$ cat config.mk
export PLATFORM = sky130hd
export DESIGN_NAME = eim_ctrl
export DESIGN_NICKNAME = d
export VERILOG_FILES = /design/src/rtl/eim_pkg.sv /design/src/rtl/eim_ctrl.sv
export SDC_FILE = /design/constraint.sdc
export NUM_CORES = 1
export LEC_CHECK = 0
export BUFFER_PORTS_ARGS = -buffer_cell sky130_fd_sc_hd__buf_2
export CELL_PAD_IN_SITES_DETAIL_PLACEMENT = 2
export CELL_PAD_IN_SITES_GLOBAL_PLACEMENT = 2
export CORE_MARGIN = 2
export CORE_UTILIZATION = 25
export DETAILED_ROUTE_END_ITERATION = 12
export HOLD_SLACK_MARGIN = 0.03
export PLACE_DENSITY_LB_ADDON = 0.05
export SYNTH_ARGS = -nofsm -noshare
export SYNTH_HDL_FRONTEND = slang
export SYNTH_SLANG_ARGS = --single-unit
$ cat constraint.sdc
create_clock -name clk -period 3.4 [get_ports clk]
set_clock_uncertainty 0.1 [all_clocks]
set_input_delay 0.17 -clock clk [delete_from_list [all_inputs] [get_ports clk]]
set_output_delay 0.17 -clock clk [all_outputs]
set_load 0.005 [all_outputs]
$ cat src/rtl/eim_pkg.sv
// Shared constants, codes and controller/datapath command types for the
// exon interval merge block. No dependencies.
`default_nettype none

package eim_pkg;

  localparam int MAX_EXONS       = 64;
  localparam int MAX_TRANSCRIPTS = 32;
  localparam int WINDOW          = 4096;
  localparam int MAX_RESULTS     = 64;

  localparam int COORD_W = 31;
  localparam int BASES_W = 32;
  localparam int EXON_AW = $clog2(MAX_EXONS);
  localparam int EXON_CW = $clog2(MAX_EXONS + 1);
  localparam int OWN_W   = $clog2(MAX_TRANSCRIPTS);
  localparam int TX_CW   = $clog2(MAX_TRANSCRIPTS + 1);
  localparam int WIN_AW  = $clog2(WINDOW);
  localparam int RES_CW  = $clog2(MAX_RESULTS + 1);

  localparam logic [1:0] MODE_LONGEST   = 2'd0;
  localparam logic [1:0] MODE_UNION     = 2'd1;
  localparam logic [1:0] MODE_INTERSECT = 2'd2;

  localparam logic [1:0] ST_OK    = 2'd0;
  localparam logic [1:0] ST_SPAN  = 2'd1;
  localparam logic [1:0] ST_TABLE = 2'd2;

  typedef struct packed {
    logic load;
    logic rd_exon;
    logic k_clr;
    logic k_inc;
    logic b_clr;
    logic b_inc;
    logic clr_wr;
    logic paint_set;
    logic cov_rd;
    logic paint_wr;
    logic scan_step;
    logic take_long;
    logic take_scan;
    logic emit_err;
    logic emit_last;
    logic clear_gene;
  } cmd_t;

  typedef struct packed {
    logic ovf;
    logic mode_long;
    logic bounds_empty;
    logic span_big;
    logic k_last;
    logic b_last;
    logic b_at_end;
    logic ex_empty;
    logic own_match;
    logic take_req;
    logic blocked;
    logic can_emit;
    logic pend_vld;
  } sts_t;

endpackage

`default_nettype wire

$ cat src/rtl/eim_ctrl.sv
// Controller state machine: exon loading, then the longest-transcript walk or
// the clear/paint/scan passes over the coverage window. Uses eim_pkg.
`default_nettype none

module eim_ctrl (
  input  wire logic          clk,
  input  wire logic          rst,
  input  wire logic          in_valid,
  input  wire logic          in_gene_done,
  output logic               in_ready,
  output eim_pkg::cmd_t      cmd,
  input  wire eim_pkg::sts_t sts
);

  localparam logic [3:0] S_IDLE   = 4'd0;
  localparam logic [3:0] S_DECIDE = 4'd1;
  localparam logic [3:0] S_ERR    = 4'd2;
  localparam logic [3:0] S_FIN    = 4'd3;
  localparam logic [3:0] S_L_RD   = 4'd4;
  localparam logic [3:0] S_L_EV   = 4'd5;
  localparam logic [3:0] S_CLR    = 4'd6;
  localparam logic [3:0] S_P_RD   = 4'd7;
  localparam logic [3:0] S_P_SET  = 4'd8;
  localparam logic [3:0] S_B_RD   = 4'd9;
  localparam logic [3:0] S_B_WR   = 4'd10;
  localparam logic [3:0] S_S_RD   = 4'd11;
  localparam logic [3:0] S_S_EV   = 4'd12;

  logic [3:0] state, state_next;

  always_ff @(posedge clk) begin
    if (rst) begin
      state <= S_IDLE;
    end else begin
      state <= state_next;
    end
  end

  always_comb begin
    cmd        = '0;
    state_next = state;
    in_ready   = state == S_IDLE;
    case (state)
      S_IDLE: begin
        if (in_valid) begin
          cmd.load = 1'b1;
          if (in_gene_done) begin
            state_next = S_DECIDE;
          end
        end
      end
      S_DECIDE: begin
        cmd.k_clr = 1'b1;
        if (sts.ovf) begin
          state_next = S_ERR;
        end else if (sts.mode_long) begin
          state_next = S_L_RD;
        end else if (sts.bounds_empty) begin
          state_next = S_FIN;
        end else if (sts.span_big) begin
          state_next = S_ERR;
        end else begin
          cmd.b_clr  = 1'b1;
          state_next = S_CLR;
        end
      end
      S_ERR: begin
        if (sts.can_emit) begin
          cmd.emit_err   = 1'b1;
          cmd.clear_gene = 1'b1;
          state_next     = S_IDLE;
        end
      end
      S_FIN: begin
        if (!(sts.pend_vld && !sts.can_emit)) begin
          cmd.emit_last  = 1'b1;
          cmd.clear_gene = 1'b1;
          state_next     = S_IDLE;
        end
      end
      S_L_RD: begin
        cmd.rd_exon = 1'b1;
        state_next  = S_L_EV;
      end
      S_L_EV: begin
        if (!(sts.own_match && sts.blocked)) begin
          cmd.take_long = sts.own_match;
          if (sts.k_last) begin
            state_next = S_FIN;
          end else begin
            cmd.k_inc  = 1'b1;
            state_next = S_L_RD;
          end
        end
      end
      S_CLR: begin
        cmd.clr_wr = 1'b1;
        if (sts.b_last) begin
          state_next = S_P_RD;
        end else begin
          cmd.b_inc = 1'b1;
        end
      end
      S_P_RD: begin
        cmd.rd_exon = 1'b1;
        state_next  = S_P_SET;
      end
      S_P_SET: begin
        if (!sts.ex_empty) begin
          cmd.paint_set = 1'b1;
          state_next    = S_B_RD;
        end else if (sts.k_last) begin
          cmd.b_clr  = 1'b1;
          state_next = S_S_RD;
        end else begin
          cmd.k_inc  = 1'b1;
          state_next = S_P_RD;
        end
      end
      S_B_RD: begin
        cmd.cov_rd = 1'b1;
        state_next = S_B_WR;
      end
      S_B_WR: begin
        cmd.paint_wr = 1'b1;
        if (!sts.b_at_end) begin
          cmd.b_inc  = 1'b1;
          state_next = S_B_RD;
        end else if (sts.k_last) begin
          cmd.b_clr  = 1'b1;
          state_next = S_S_RD;
        end else begin
          cmd.k_inc  = 1'b1;
          state_next = S_P_RD;
        end
      end
      S_S_RD: begin
        cmd.cov_rd = 1'b1;
        state_next = S_S_EV;
      end
      S_S_EV: begin
        if (!(sts.take_req && sts.blocked)) begin
          cmd.scan_step = 1'b1;
          cmd.take_scan = sts.take_req;
          if (sts.b_last) begin
            state_next = S_FIN;
          end else begin
            cmd.b_inc  = 1'b1;
            state_next = S_S_RD;
          end
        end
      end
      default: begin
        state_next = S_IDLE;
      end
    endcase
  end

endmodule

`default_nettype wire

# Word level (Yosys, flattened, before mapping)
# Cells that the tools add are included.
[op_classes]
muxes = 52
n_reduce_logical = 8
n_eq_ne = 19
[op_table]
columns = ["op", "count"]
rows = [
  ["$mux 4", 14],
  ["$pmux 4 s13", 1],
  ["$mux 1", 28],
  ["$eq 4x4->1 const B", 5],
  ["$eq 4x3->1 const B", 4],
  ["$ne 2x2->1 const B", 7],
  ["$pmux 1 s3", 3],
  ["$eq 4x2->1 const B", 2],
  ["$reduce_and 7->1", 1],
  ["$mux 2", 3],
  ["$mux 3", 2],
  ["$eq 4x1->1 const B", 1],
  ["$logic_not 4->1", 1],
  ["$reduce_or 2->1", 2],
  ["$logic_and 1x1->1", 3],
  ["$pmux 1 s2", 1],
  ["$logic_not 1->1", 1],
]
[totals]
output_inout_bits = 17
input_bits = 17
regBits = 4
word_cells = 80

# Longest topological paths before layout
# Gate-level depths: netlist of the first run.
[depth]
depth_word = 5
ltp_mapped = 6

# Worst setup path after synthesis of the first run
# OpenSTA, ideal clock, no wires.
[synth_timing]
path_type = "reg-to-reg"
from = "register state[1]"
to = "register state[1]"
setup_slack_ns = 1.847
period_less_slack_ns = 1.553
path_stages_with_launch = 6
n_path_buf = 1
arrival_ns = 1.336
cell_sequence = "dfxtp_1 -> buf_4 -> mux2_1 -> nand3_1 -> o311ai_1 -> a32o_1"
[synth_between]
elab_chain_len = 3
elab_cells_between_ends = 22
cone_classes = "eq/ne (19); mux (1); reduce/logical (2)"
[synth_lines]
columns = ["item", "line_no", "source"]
rows = [
  ["from (decl)", "eim_ctrl.sv:29", "logic [3:0] state, state_next;"],
  ["from (signal assigned)", "eim_ctrl.sv:35", "state <= state_next;"],
  ["$eq 4x4->1 (tied with other cells)", "eim_ctrl.sv:43", "case (state)"],
  ["$ne 2x2->1 (no source line)", "--", ""],
  ["$reduce_and 7->1 (no source line)", "--", ""],
]
# Several ways; a longest one is shown, not always the timed one.
# A chain may end at the register's enable or synchronous reset.

==> results of run 1 <==
-- final timing paths --
check	to	slack (ns)	cells after the start
setup reg to reg	state[0]	1.31	4
hold reg to reg	state[3]	0.77	2
setup / recovery	cmd[11]	1.07	4
hold / removal	state[3]	0.06	2
-- cell usage in the layout (no fill, tap or decap), types with 2 or more instances in the layout --
master and n:
nand2b_1 3, or2_2 2, o32ai_1 2, clkbuf_4 3
nor4_1 2, nand2_1 5, nor2b_1 3, o21ai_0 5
nand4_1 2, nor3b_1 3, dfxtp_1 4, inv_1 4
nor3_1 8, buf_2 33, and3b_1 2, and3_1 3
a21oi_1 8, nand3_1 3, nor2_1 4
-- cell type report --
cell class | instances | share of cell area
Tap cell | 31 | 0.0445
Inverter | 4 | 0.0172
Clock buffer | 3 | 0.0259
Sequential cell | 4 | 0.0920
Multi-Input combinational cell | 81 | 0.631
Timing Repair Buffer | 33 | 0.190
-- kinds of logic after synthesis --
logic type	Yosys count
multiplexers	2
AO/OA/AOI/OAI	26
flip-flops	4
buffers and inverters	13
XOR/XNOR	2
AND/OR/NAND/NOR	51
-- per-stage QoR --
step	util	worst slack, ns	cells	hold WS [ns]	power, W
finish	0.319	1.07	156	0.0641	0.000221
floorplan	-	1.85	98	0.139	0.000130
global placement	0.310	1.36	153	0.321	0.000161
detailed placement	0.310	1.33	153	0.306	0.000163
global route	0.319	0.917	156	0.0754	0.000244
CTS	0.319	1.08	156	0.0540	0.000225
-- worst reg2reg max path: stages, from the launching register on --
cell       delay (ns)
dfxtp_1          0.72
nand2b_1         0.38
nor4b_2          0.44
a2111oi_0        0.17
nor3_1           0.19
-- layer usage --
layer,track usage,share of wire,vias up
met2,0.247,0.46,20
met5,0,0,-
li1,-,-,429
met3,0.0340,0.038,2
met1,0.223,0.50,405
met4,0.0199,0.0016,0
-- power groups by stage --
stage | Clock (W) | Sequential, W | Combinational [W]
floorplan | 0 | 0.0000534 | 0.0000765
global placement | 0 | 0.0000699 | 0.0000911
detailed placement | 0 | 0.0000706 | 0.0000920
CTS | 0.0000627 | 0.0000699 | 0.0000926
global route | 0.0000689 | 0.0000722 | 0.000103
finish | 0.0000594 | 0.0000703 | 0.0000912
==> flow_summary.yaml, run 1 <==
worst_hold_path:
  hp-start: "rst"
  hold_path_class: "primary input to flip-flop"
timing:
  rsz0062_at_grt: "false"
  slew_headroom: 0.459
  worst_slew_pin_slew_ns: 0.810
  slew_viol_final: 0
  fin_crit_sh: 0.685
  finalSetupViolations: 0
  min_period_ns: 2.33
  tns_ns: 0
  final-hold-violation-count: 0
  max_freq_mhz: 429
grt:
  grt_pass1_wl_um: 4060
  grt_max_degree: 25
  track_usage: 0.156
  overflow: 0
  antenna_found_initial: 0
  first_global_vias: 826
layout:
  antenna_cells: 0
  area_growth_pct: 22.3
  top_register: "state"
  final_area_um2: 871
  largest_reg_flops: 4
  drive_above_1_share: 0.360
  ff_latch_area_um2: 80.1
  top_regs: "state: 4 flops"
  nFillCells: 350
  multi_input_area_um2: 549
  layout.nets: 144
synth:
  synth_warnings: 0
  async_reset_ff_frac: 0
  synth_compound_area_frac: 0.260
  seq_area_frac_synth: 0.112
  synth_cell_types: 48
  synth_edf_count: 0
  synth_cells: 98
  synth_mux_area_frac: 0.0299
  synth_simple_gate_area_frac: 0.457
  netlist_area_um2: 712
  syn_area_per_cell_um2: 7.26
  synthTopCellsByArea: "dfxtp_1, a21oi_1, nor3_1"
  synth_xor_xnor_area_share: 0.0246
  yosys.area.top_type: "dfxtp_1"
  syn_nets: 115
  ys.flop_type: "dfxtp_1"
  synth_top_cell_area_share: 0.112
  synthTopCellsByCount: "a21oi_1, nor3_1, nand2_1, o21ai_0"
  synth_top_family_by_area: "simple AND/OR/NAND/NOR gates"
  synthAdderAreaFrac: 0
  ys_ff_latch: 4
clocking:
  clock_sinks: 4
  cts_resized: 0
  insertion_delay_ns: 0.24
  numCtsBuffers: 3
  cts_root_buffer: "clkbuf_4"
  cts_hold_buf: 0
  cts_tree: "done"
  clockBufferDepth: 2
  cts_setup_buffers: 0
  clkTransAtPathRegs_ns: 0.04
  htreeDepth: 1
worst_setup_path:
  r2r_start: "state[0]"
  path_class: "flip-flop to primary output"
  end_kind: "primary output"
  cp_cell_sequence: "nand2b_1, nor4b_2, o2bb2ai_1, buf_2"
  path_buf_inv: 1
  critPathLaunchType: "flip-flop"
  critPathSlowestCell: "dfxtp_1"
  required_ns: 3.13
  critPathArrivalTime_ns: 2.06
  slowest_delay_ns: 0.72
  worstPathMaxFanout: 18
  critPathTopFamily: "simple AND/OR/NAND/NOR gates"
  crit_path_start: "state[0]"
die:
  fp.coreArea_um2: 2730
  die_area_um2: 3290
  num_rows: 19
  initial_core_util: 0.260
  io_pins: 34
  die_w_um: 57.4
  die_h_um: 57.4
place:
  gp_congestion: 0.748
  io_buffers: 33
  place_area_um2: 848
  post-dp-hpwl_um: 1900
run_status:
  status: "finished clean"
routing:
  vias: 856
  avgRoutedWirePerCell_um: 15.9
  route.detailed.drc: 0
  ant_nets: 0
  initialDrtViolationCount: 8
  vias_per_cell: 5.49
  drt_wl_total_um: 2480
  first_pass_iters: 4
power_and_ir_drop:
  comb_power_share: 0.413
  switching_power_w: 0.0000880
  seqPwrFrac: 0.318
  leakage_nw: 0.367
  p_sw_frac: 0.398
  power_density_nw_per_um2: 254
  peakVddDrop_v: 0.000270
  pwr-share-clk: 0.269
  p_int_w: 0.000133
run:
  maxCapViolCount: 0
No activity file was read; power rests on OpenSTA's default activity.
==> inputs of run 2 (changes only) <==
--- a/config.mk
+++ b/config.mk
@@ -5,11 +5,12 @@
 export SDC_FILE = /design/constraint.sdc
 export NUM_CORES = 1
 export LEC_CHECK = 0
+export ABC_AREA = 1
 export BUFFER_PORTS_ARGS = -buffer_cell sky130_fd_sc_hd__buf_2
 export CELL_PAD_IN_SITES_DETAIL_PLACEMENT = 2
 export CELL_PAD_IN_SITES_GLOBAL_PLACEMENT = 2
 export CORE_MARGIN = 2
-export CORE_UTILIZATION = 25
+export CORE_UTILIZATION = 17
 export DETAILED_ROUTE_END_ITERATION = 12
 export HOLD_SLACK_MARGIN = 0.03
 export PLACE_DENSITY_LB_ADDON = 0.05
==> constraint.sdc (replaced) <==
create_clock -name clk -period 1.97 [get_ports clk]
set_clock_uncertainty 0.1 [all_clocks]
set_input_delay 0.0985 -clock clk [delete_from_list [all_inputs] [get_ports clk]]
set_output_delay 0.0985 -clock clk [all_outputs]
set_load 0.005 [all_outputs]
==> flow_summary.yaml, run 2 <==
worst_setup_path:
  crit_path_frequent_cell: "nand2_1"
  critPathSlowestCell: "dfxtp_1"
  slowest_delay_ns: 0.38
  path_class: "flip-flop to primary output"
  worstPathMaxFanout: 7
  cp_cell_sequence: "inv_1, nand2_1, nor2_1, nand2_1, nand2_1, inv_1, o21ai_0, buf_2"
  critPathLaunchType: "flip-flop"
  critPathTopFamily: "simple AND/OR/NAND/NOR gates"
  end_kind: "primary output"
  critPathArrivalTime_ns: 1.57
  required_ns: 1.77
  path_buf_inv: 3
die:
  num_rows: 22
  io_pins: 34
  fp.coreArea_um2: 3660
  die_area_um2: 4310
  initial_core_util: 0.176
  die_w_um: 65.6
  die_h_um: 65.6
synth:
  netlist_area_um2: 646
  syn_area_per_cell_um2: 4.78
  synth_edf_count: 0
  post-synth-top-count-cell: "nand2_1"
  synthTopCellsByCount: "nand2_1, inv_1, nor2_1"
  synth_top_cell_area_share: 0.267
  ys.flop_type: "dfxtp_1"
  synthTopCellsByArea: "nand2_1, inv_1, nor2_1"
  yosys.area.top_type: "nand2_1"
  synth_warnings: 0
  ys_ff_latch: 4
  synth_cell_types: 16
  syn_nets: 152
  synth_cells: 135
  seq_area_frac_synth: 0.124
  async_reset_ff_frac: 0
clocking:
  clockBufferDepth: 2
  cts_tree: "done"
  insertion_delay_ns: 0.22
  clkTransAtPathRegs_ns: 0.03
  cts_setup_buffers: 0
  numCtsBuffers: 3
  clock_sinks: 4
  cts_root_buffer: "clkbuf_8"
  htreeDepth: 1
  cts_resized: 0
  cts_hold_buf: 1
timing:
  finalSetupViolations: 0
  rsz0062_at_grt: "false"
  slew_viol_final: 0
  max_freq_mhz: 565
  fin_crit_sh: 0.898
  final-hold-violation-count: 0
  worst_slew_pin_slew_ns: 0.444
  min_period_ns: 1.77
  tns_ns: 0
  slew_headroom: 0.703
grt:
  overflow: 0
  grt_pass1_wl_um: 4690
  track_usage: 0.142
  met1_usage: 0.168
  met3_usage: 0.0308
  grt_max_degree: 8
  antenna_found_initial: 0
  first_global_vias: 1021
  grt_busiest_layer: "met2"
  use_met2: 0.266
place:
  gp_congestion: 0.773
  io_buffers: 33
  post-dp-hpwl_um: 2530
  place_inst: 217
layout:
  layout.nets: 192
  area_growth_pct: 44.0
  largest_reg_flops: 4
  antenna_cells: 0
  instances_no_fill: 221
  top_register: "state"
  final_cell_mix: "nand2_1, buf_2, inv_1"
  drive_above_1_share: 0.266
  nFillCells: 499
  final_common_cell: "nand2_1"
  top_regs: "state: 4 flops"
power_and_ir_drop:
  power_density_nw_per_um2: 722
  leakage_nw: 0.563
  peakVddDrop_v: 0.000515
routing:
  drt_wl_total_um: 2840
  vias_per_cell: 4.37
  first_pass_iters: 2
  route.detailed.drc: 0
  avgRoutedWirePerCell_um: 12.8
  vias: 966
  ant_nets: 0
  initialDrtViolationCount: 12
worst_hold_path:
  hold_path_class: "primary input to flip-flop"
run_status:
  status: "finished clean"
run:
  maxCapViolCount: 0
-- run 2: cell types whose count changed after synthesis, moves of 3 or more --
cell      previous run  this run
nand2_1              5        46
inv_1                4        25
nor2_2               0         4
nor2_1               4        22
and3_1               3         0
nand3_1              3        14
nor2b_1              3         0
nor3_1               8         2
buf_6                3         0
nand2b_1             3         0
-- run 2: path summary, 6_finish.rpt --
check | from | endpoint | slack (ns) | depth (start not counted)
worst min register to register | state[0] | state[0] | 0.44 | 2
worst max-delay path | state[2] | cmd[11] | 0.20 | 8
worst max register to register | state[1] | state[2] | 0.29 | 8
worst min-delay path | sts[12] | state[2] | 0.23 | 6
-- run 2: layout make-up --
| cell class | instances | area, um^2 | share of cell area |
|---|---|---|---|
| Multi-Input combinational cell | 105 | 468 | 0.503 |
| Sequential cell | 4 | 80.1 | 0.0861 |
| Tap cell | 48 | 60.1 | 0.0646 |
| Clock buffer | 3 | 41.3 | 0.0444 |
| Timing Repair Buffer | 35 | 183 | 0.197 |
| Inverter | 26 | 97.6 | 0.105 |
-- run 2: per-stage QoR --
stage	util	cell area [um^2]	power (W)	worst slack, ns	hold WS, ns
floorplan	-	646	0.000356	0.700	0.0676
CTS	0.254	930	0.000687	0.168	0.252
finish	0.254	930	0.000671	0.202	0.231
detailed placement	0.240	878	0.000507	0.305	0.236
global placement	0.240	878	0.000493	0.358	0.234
global route	0.254	930	0.000742	0.0599	0.291
-- run 2: report_power, final --
group          switching, W  internal, W
Clock             0.0000427     0.000130
Combinational      0.000247     0.000126
Sequential        0.0000275    0.0000976
Total              0.000317     0.000354
-- run 2: cell families (layout without fill, tap and decap cells) --
logic type | count (synthesis) | after routing | share of synthesized area
compound gates | 10 | 10 | 0.0795
buf+inv | 26 | 64 | 0.151
flops | 4 | 4 | 0.124
simple gates | 95 | 95 | 0.645
-- run 2: routing by layer --
metal	up-vias	routed length (um)
met2	23	1400
met3	0	110
met5	-	0
met4	0	0
li1	490	-
met1	453	1330
-- run 2: worst reg2reg max path: cells and delay by family, from the launching register on --
| family | cells | cell delay, ns |
|---|---|---|
| and+or+nand+nor | 6 | 0.83 |
| DFF | 1 | 0.45 |
| AOI/OAI and AO/OA | 1 | 0.14 |
| buffers and inverters | 1 | 0.11 |
==> inputs of run 3 (changes only) <==
--- a/config.mk
+++ b/config.mk
@@ -10,10 +10,11 @@
 export CELL_PAD_IN_SITES_DETAIL_PLACEMENT = 2
 export CELL_PAD_IN_SITES_GLOBAL_PLACEMENT = 2
 export CORE_MARGIN = 2
-export CORE_UTILIZATION = 17
+export CORE_UTILIZATION = 19
 export DETAILED_ROUTE_END_ITERATION = 12
 export HOLD_SLACK_MARGIN = 0.03
 export PLACE_DENSITY_LB_ADDON = 0.05
+export RECOVER_POWER = 25
 export SYNTH_ARGS = -nofsm -noshare
 export SYNTH_HDL_FRONTEND = slang
 export SYNTH_SLANG_ARGS = --single-unit
==> constraint.sdc (replaced) <==
create_clock -name clk -period 1.9 [get_ports clk]
set_clock_uncertainty 0.1 [all_clocks]
set_input_delay 0.095 -clock clk [delete_from_list [all_inputs] [get_ports clk]]
set_output_delay 0.095 -clock clk [all_outputs]
set_load 0.005 [all_outputs]
==> flow_summary.yaml, run 3 (synthesis results as in run 2) <==
power_and_ir_drop:
  leakage_nw: 0.553
  peakVddDrop_v: 0.000216
  power_density_nw_per_um2: 713
clocking:
  numCtsBuffers: 3
  clock_sinks: 4
  clkTransAtPathRegs_ns: 0.05
  cts_root_buffer: "clkbuf_4"
  clockBufferDepth: 2
  cts_tree: "done"
  cts_setup_buffers: 0
  htreeDepth: 1
  insertion_delay_ns: 0.25
place:
  post-dp-hpwl_um: 2510
  gp_congestion: 0.877
  io_buffers: 33
  place_inst: 214
timing:
  slew_headroom: 0.756
  slew_viol_final: 0
  final-hold-violation-count: 0
  finalSetupViolations: 0
  fin_crit_sh: 0.897
  max_freq_mhz: 586
  worst_slew_pin_slew_ns: 0.364
  tns_ns: 0
  whs_ns: 0.184
  rsz0062_at_grt: "false"
  min_period_ns: 1.71
die:
  die_h_um: 62.3
  die_area_um2: 3880
  die_w_um: 62.3
  io_pins: 34
  fp.coreArea_um2: 3310
  num_rows: 21
  initial_core_util: 0.195
worst_setup_path:
  worstPathMaxFanout: 7
  critPathLaunchType: "flip-flop"
  required_ns: 1.70
  reg2regPathDepth: 8
  end_kind: "primary output"
  path_class: "flip-flop to primary output"
  critPathArrivalTime_ns: 1.51
routing:
  first_pass_iters: 4
  initialDrtViolationCount: 28
  vias_per_cell: 4.30
  vias: 938
  ant_nets: 0
  drt_wl_total_um: 2850
  route.detailed.drc: 0
  avgRoutedWirePerCell_um: 13.1
layout:
  instances_no_fill: 218
  layout.nets: 191
  top_register: "state"
  top_regs: "state: 4 flops"
  nFillCells: 471
  largest_reg_flops: 4
  fin_util: 0.273
  final_cell_mix: "nand2_1, buf_2, inv_1"
  area_growth_pct: 39.9
  antenna_cells: 0
  drive_above_1_share: 0.279
  final_common_cell: "nand2_1"
grt:
  grt_pass1_wl_um: 4730
  grt_max_degree: 8
  antenna_found_initial: 0
  overflow: 0
  track_usage: 0.149
  first_global_vias: 1023
run:
  maxCapViolCount: 0
worst_hold_path:
  hold_path_class: "primary input to flip-flop"
  min_path_cells: 6
run_status:
  status: "finished clean"
==> run 3: path summary, 6_finish.rpt <==
| check | slack, ns | start | endpoint |
|---|---|---|---|
| setup reg to reg | 0.36 | state[1] | state[2] |
| hold reg to reg | 0.43 | state[0] | state[0] |
| setup / recovery | 0.19 | state[2] | cmd[11] |
| hold / removal | 0.18 | sts[7] | state[3] |
==> run 3: area by class of cell <==
| class | count | area [um^2] | area share |
|---|---|---|---|
| repair buffers | 34 | 175 | 0.194 |
| clock buffers | 3 | 22.5 | 0.0249 |
| multi-input cells | 105 | 468 | 0.518 |
| well taps | 46 | 57.6 | 0.0637 |
| flip-flops and latches | 4 | 82.6 | 0.0914 |
| inverters | 26 | 97.6 | 0.108 |
==> run 3: through the flow <==
step,area (um^2),total power (W),setup slack [ns]
after floorplan,646,0.000370,0.630
after global placement,868,0.000520,0.349
after detailed placement,868,0.000525,0.320
after CTS,901,0.000645,0.0502
after global routing,903,0.000707,0.0136
final,903,0.000644,0.195
==> run 3: repair_timing <==
item                                    in CTS  in global routing
hold buffers                                 1                  0
resized for setup                            0                  4
endpoints found under the setup margin       0                  1
hold endpoints to repair                     4                  0
==> run 3: worst max-delay path, cell delays in order, from the launching register on <==
cell and delay [ns]:
dfxtp_1 0.37, nor2_2 0.30, nand2_1 0.14, nor2_1 0.16
nand3_1 0.08, o21ai_0 0.08, buf_2 0.13
==> run 3: report_power, final <==
| part | internal [W] | total, W | switching, W | leakage [nW] |
|---|---|---|---|---|
| combinational | 0.000128 | 0.000397 | 0.000269 | 0.505 |
| clock | 0.0000712 | 0.000114 | 0.0000428 | 0.0138 |
| sequential | 0.000103 | 0.000133 | 0.0000296 | 0.0334 |
| total | 0.000303 | 0.000644 | 0.000341 | 0.553 |
==> run 3: layer usage <==
layer	up-vias	global-route usage	wire length [um]
li1	487	-	-
met1	424	0.197	1330
met2	25	0.269	1380
met5	-	0	0
met3	2	0.0127	110
met4	0	0.0250	20
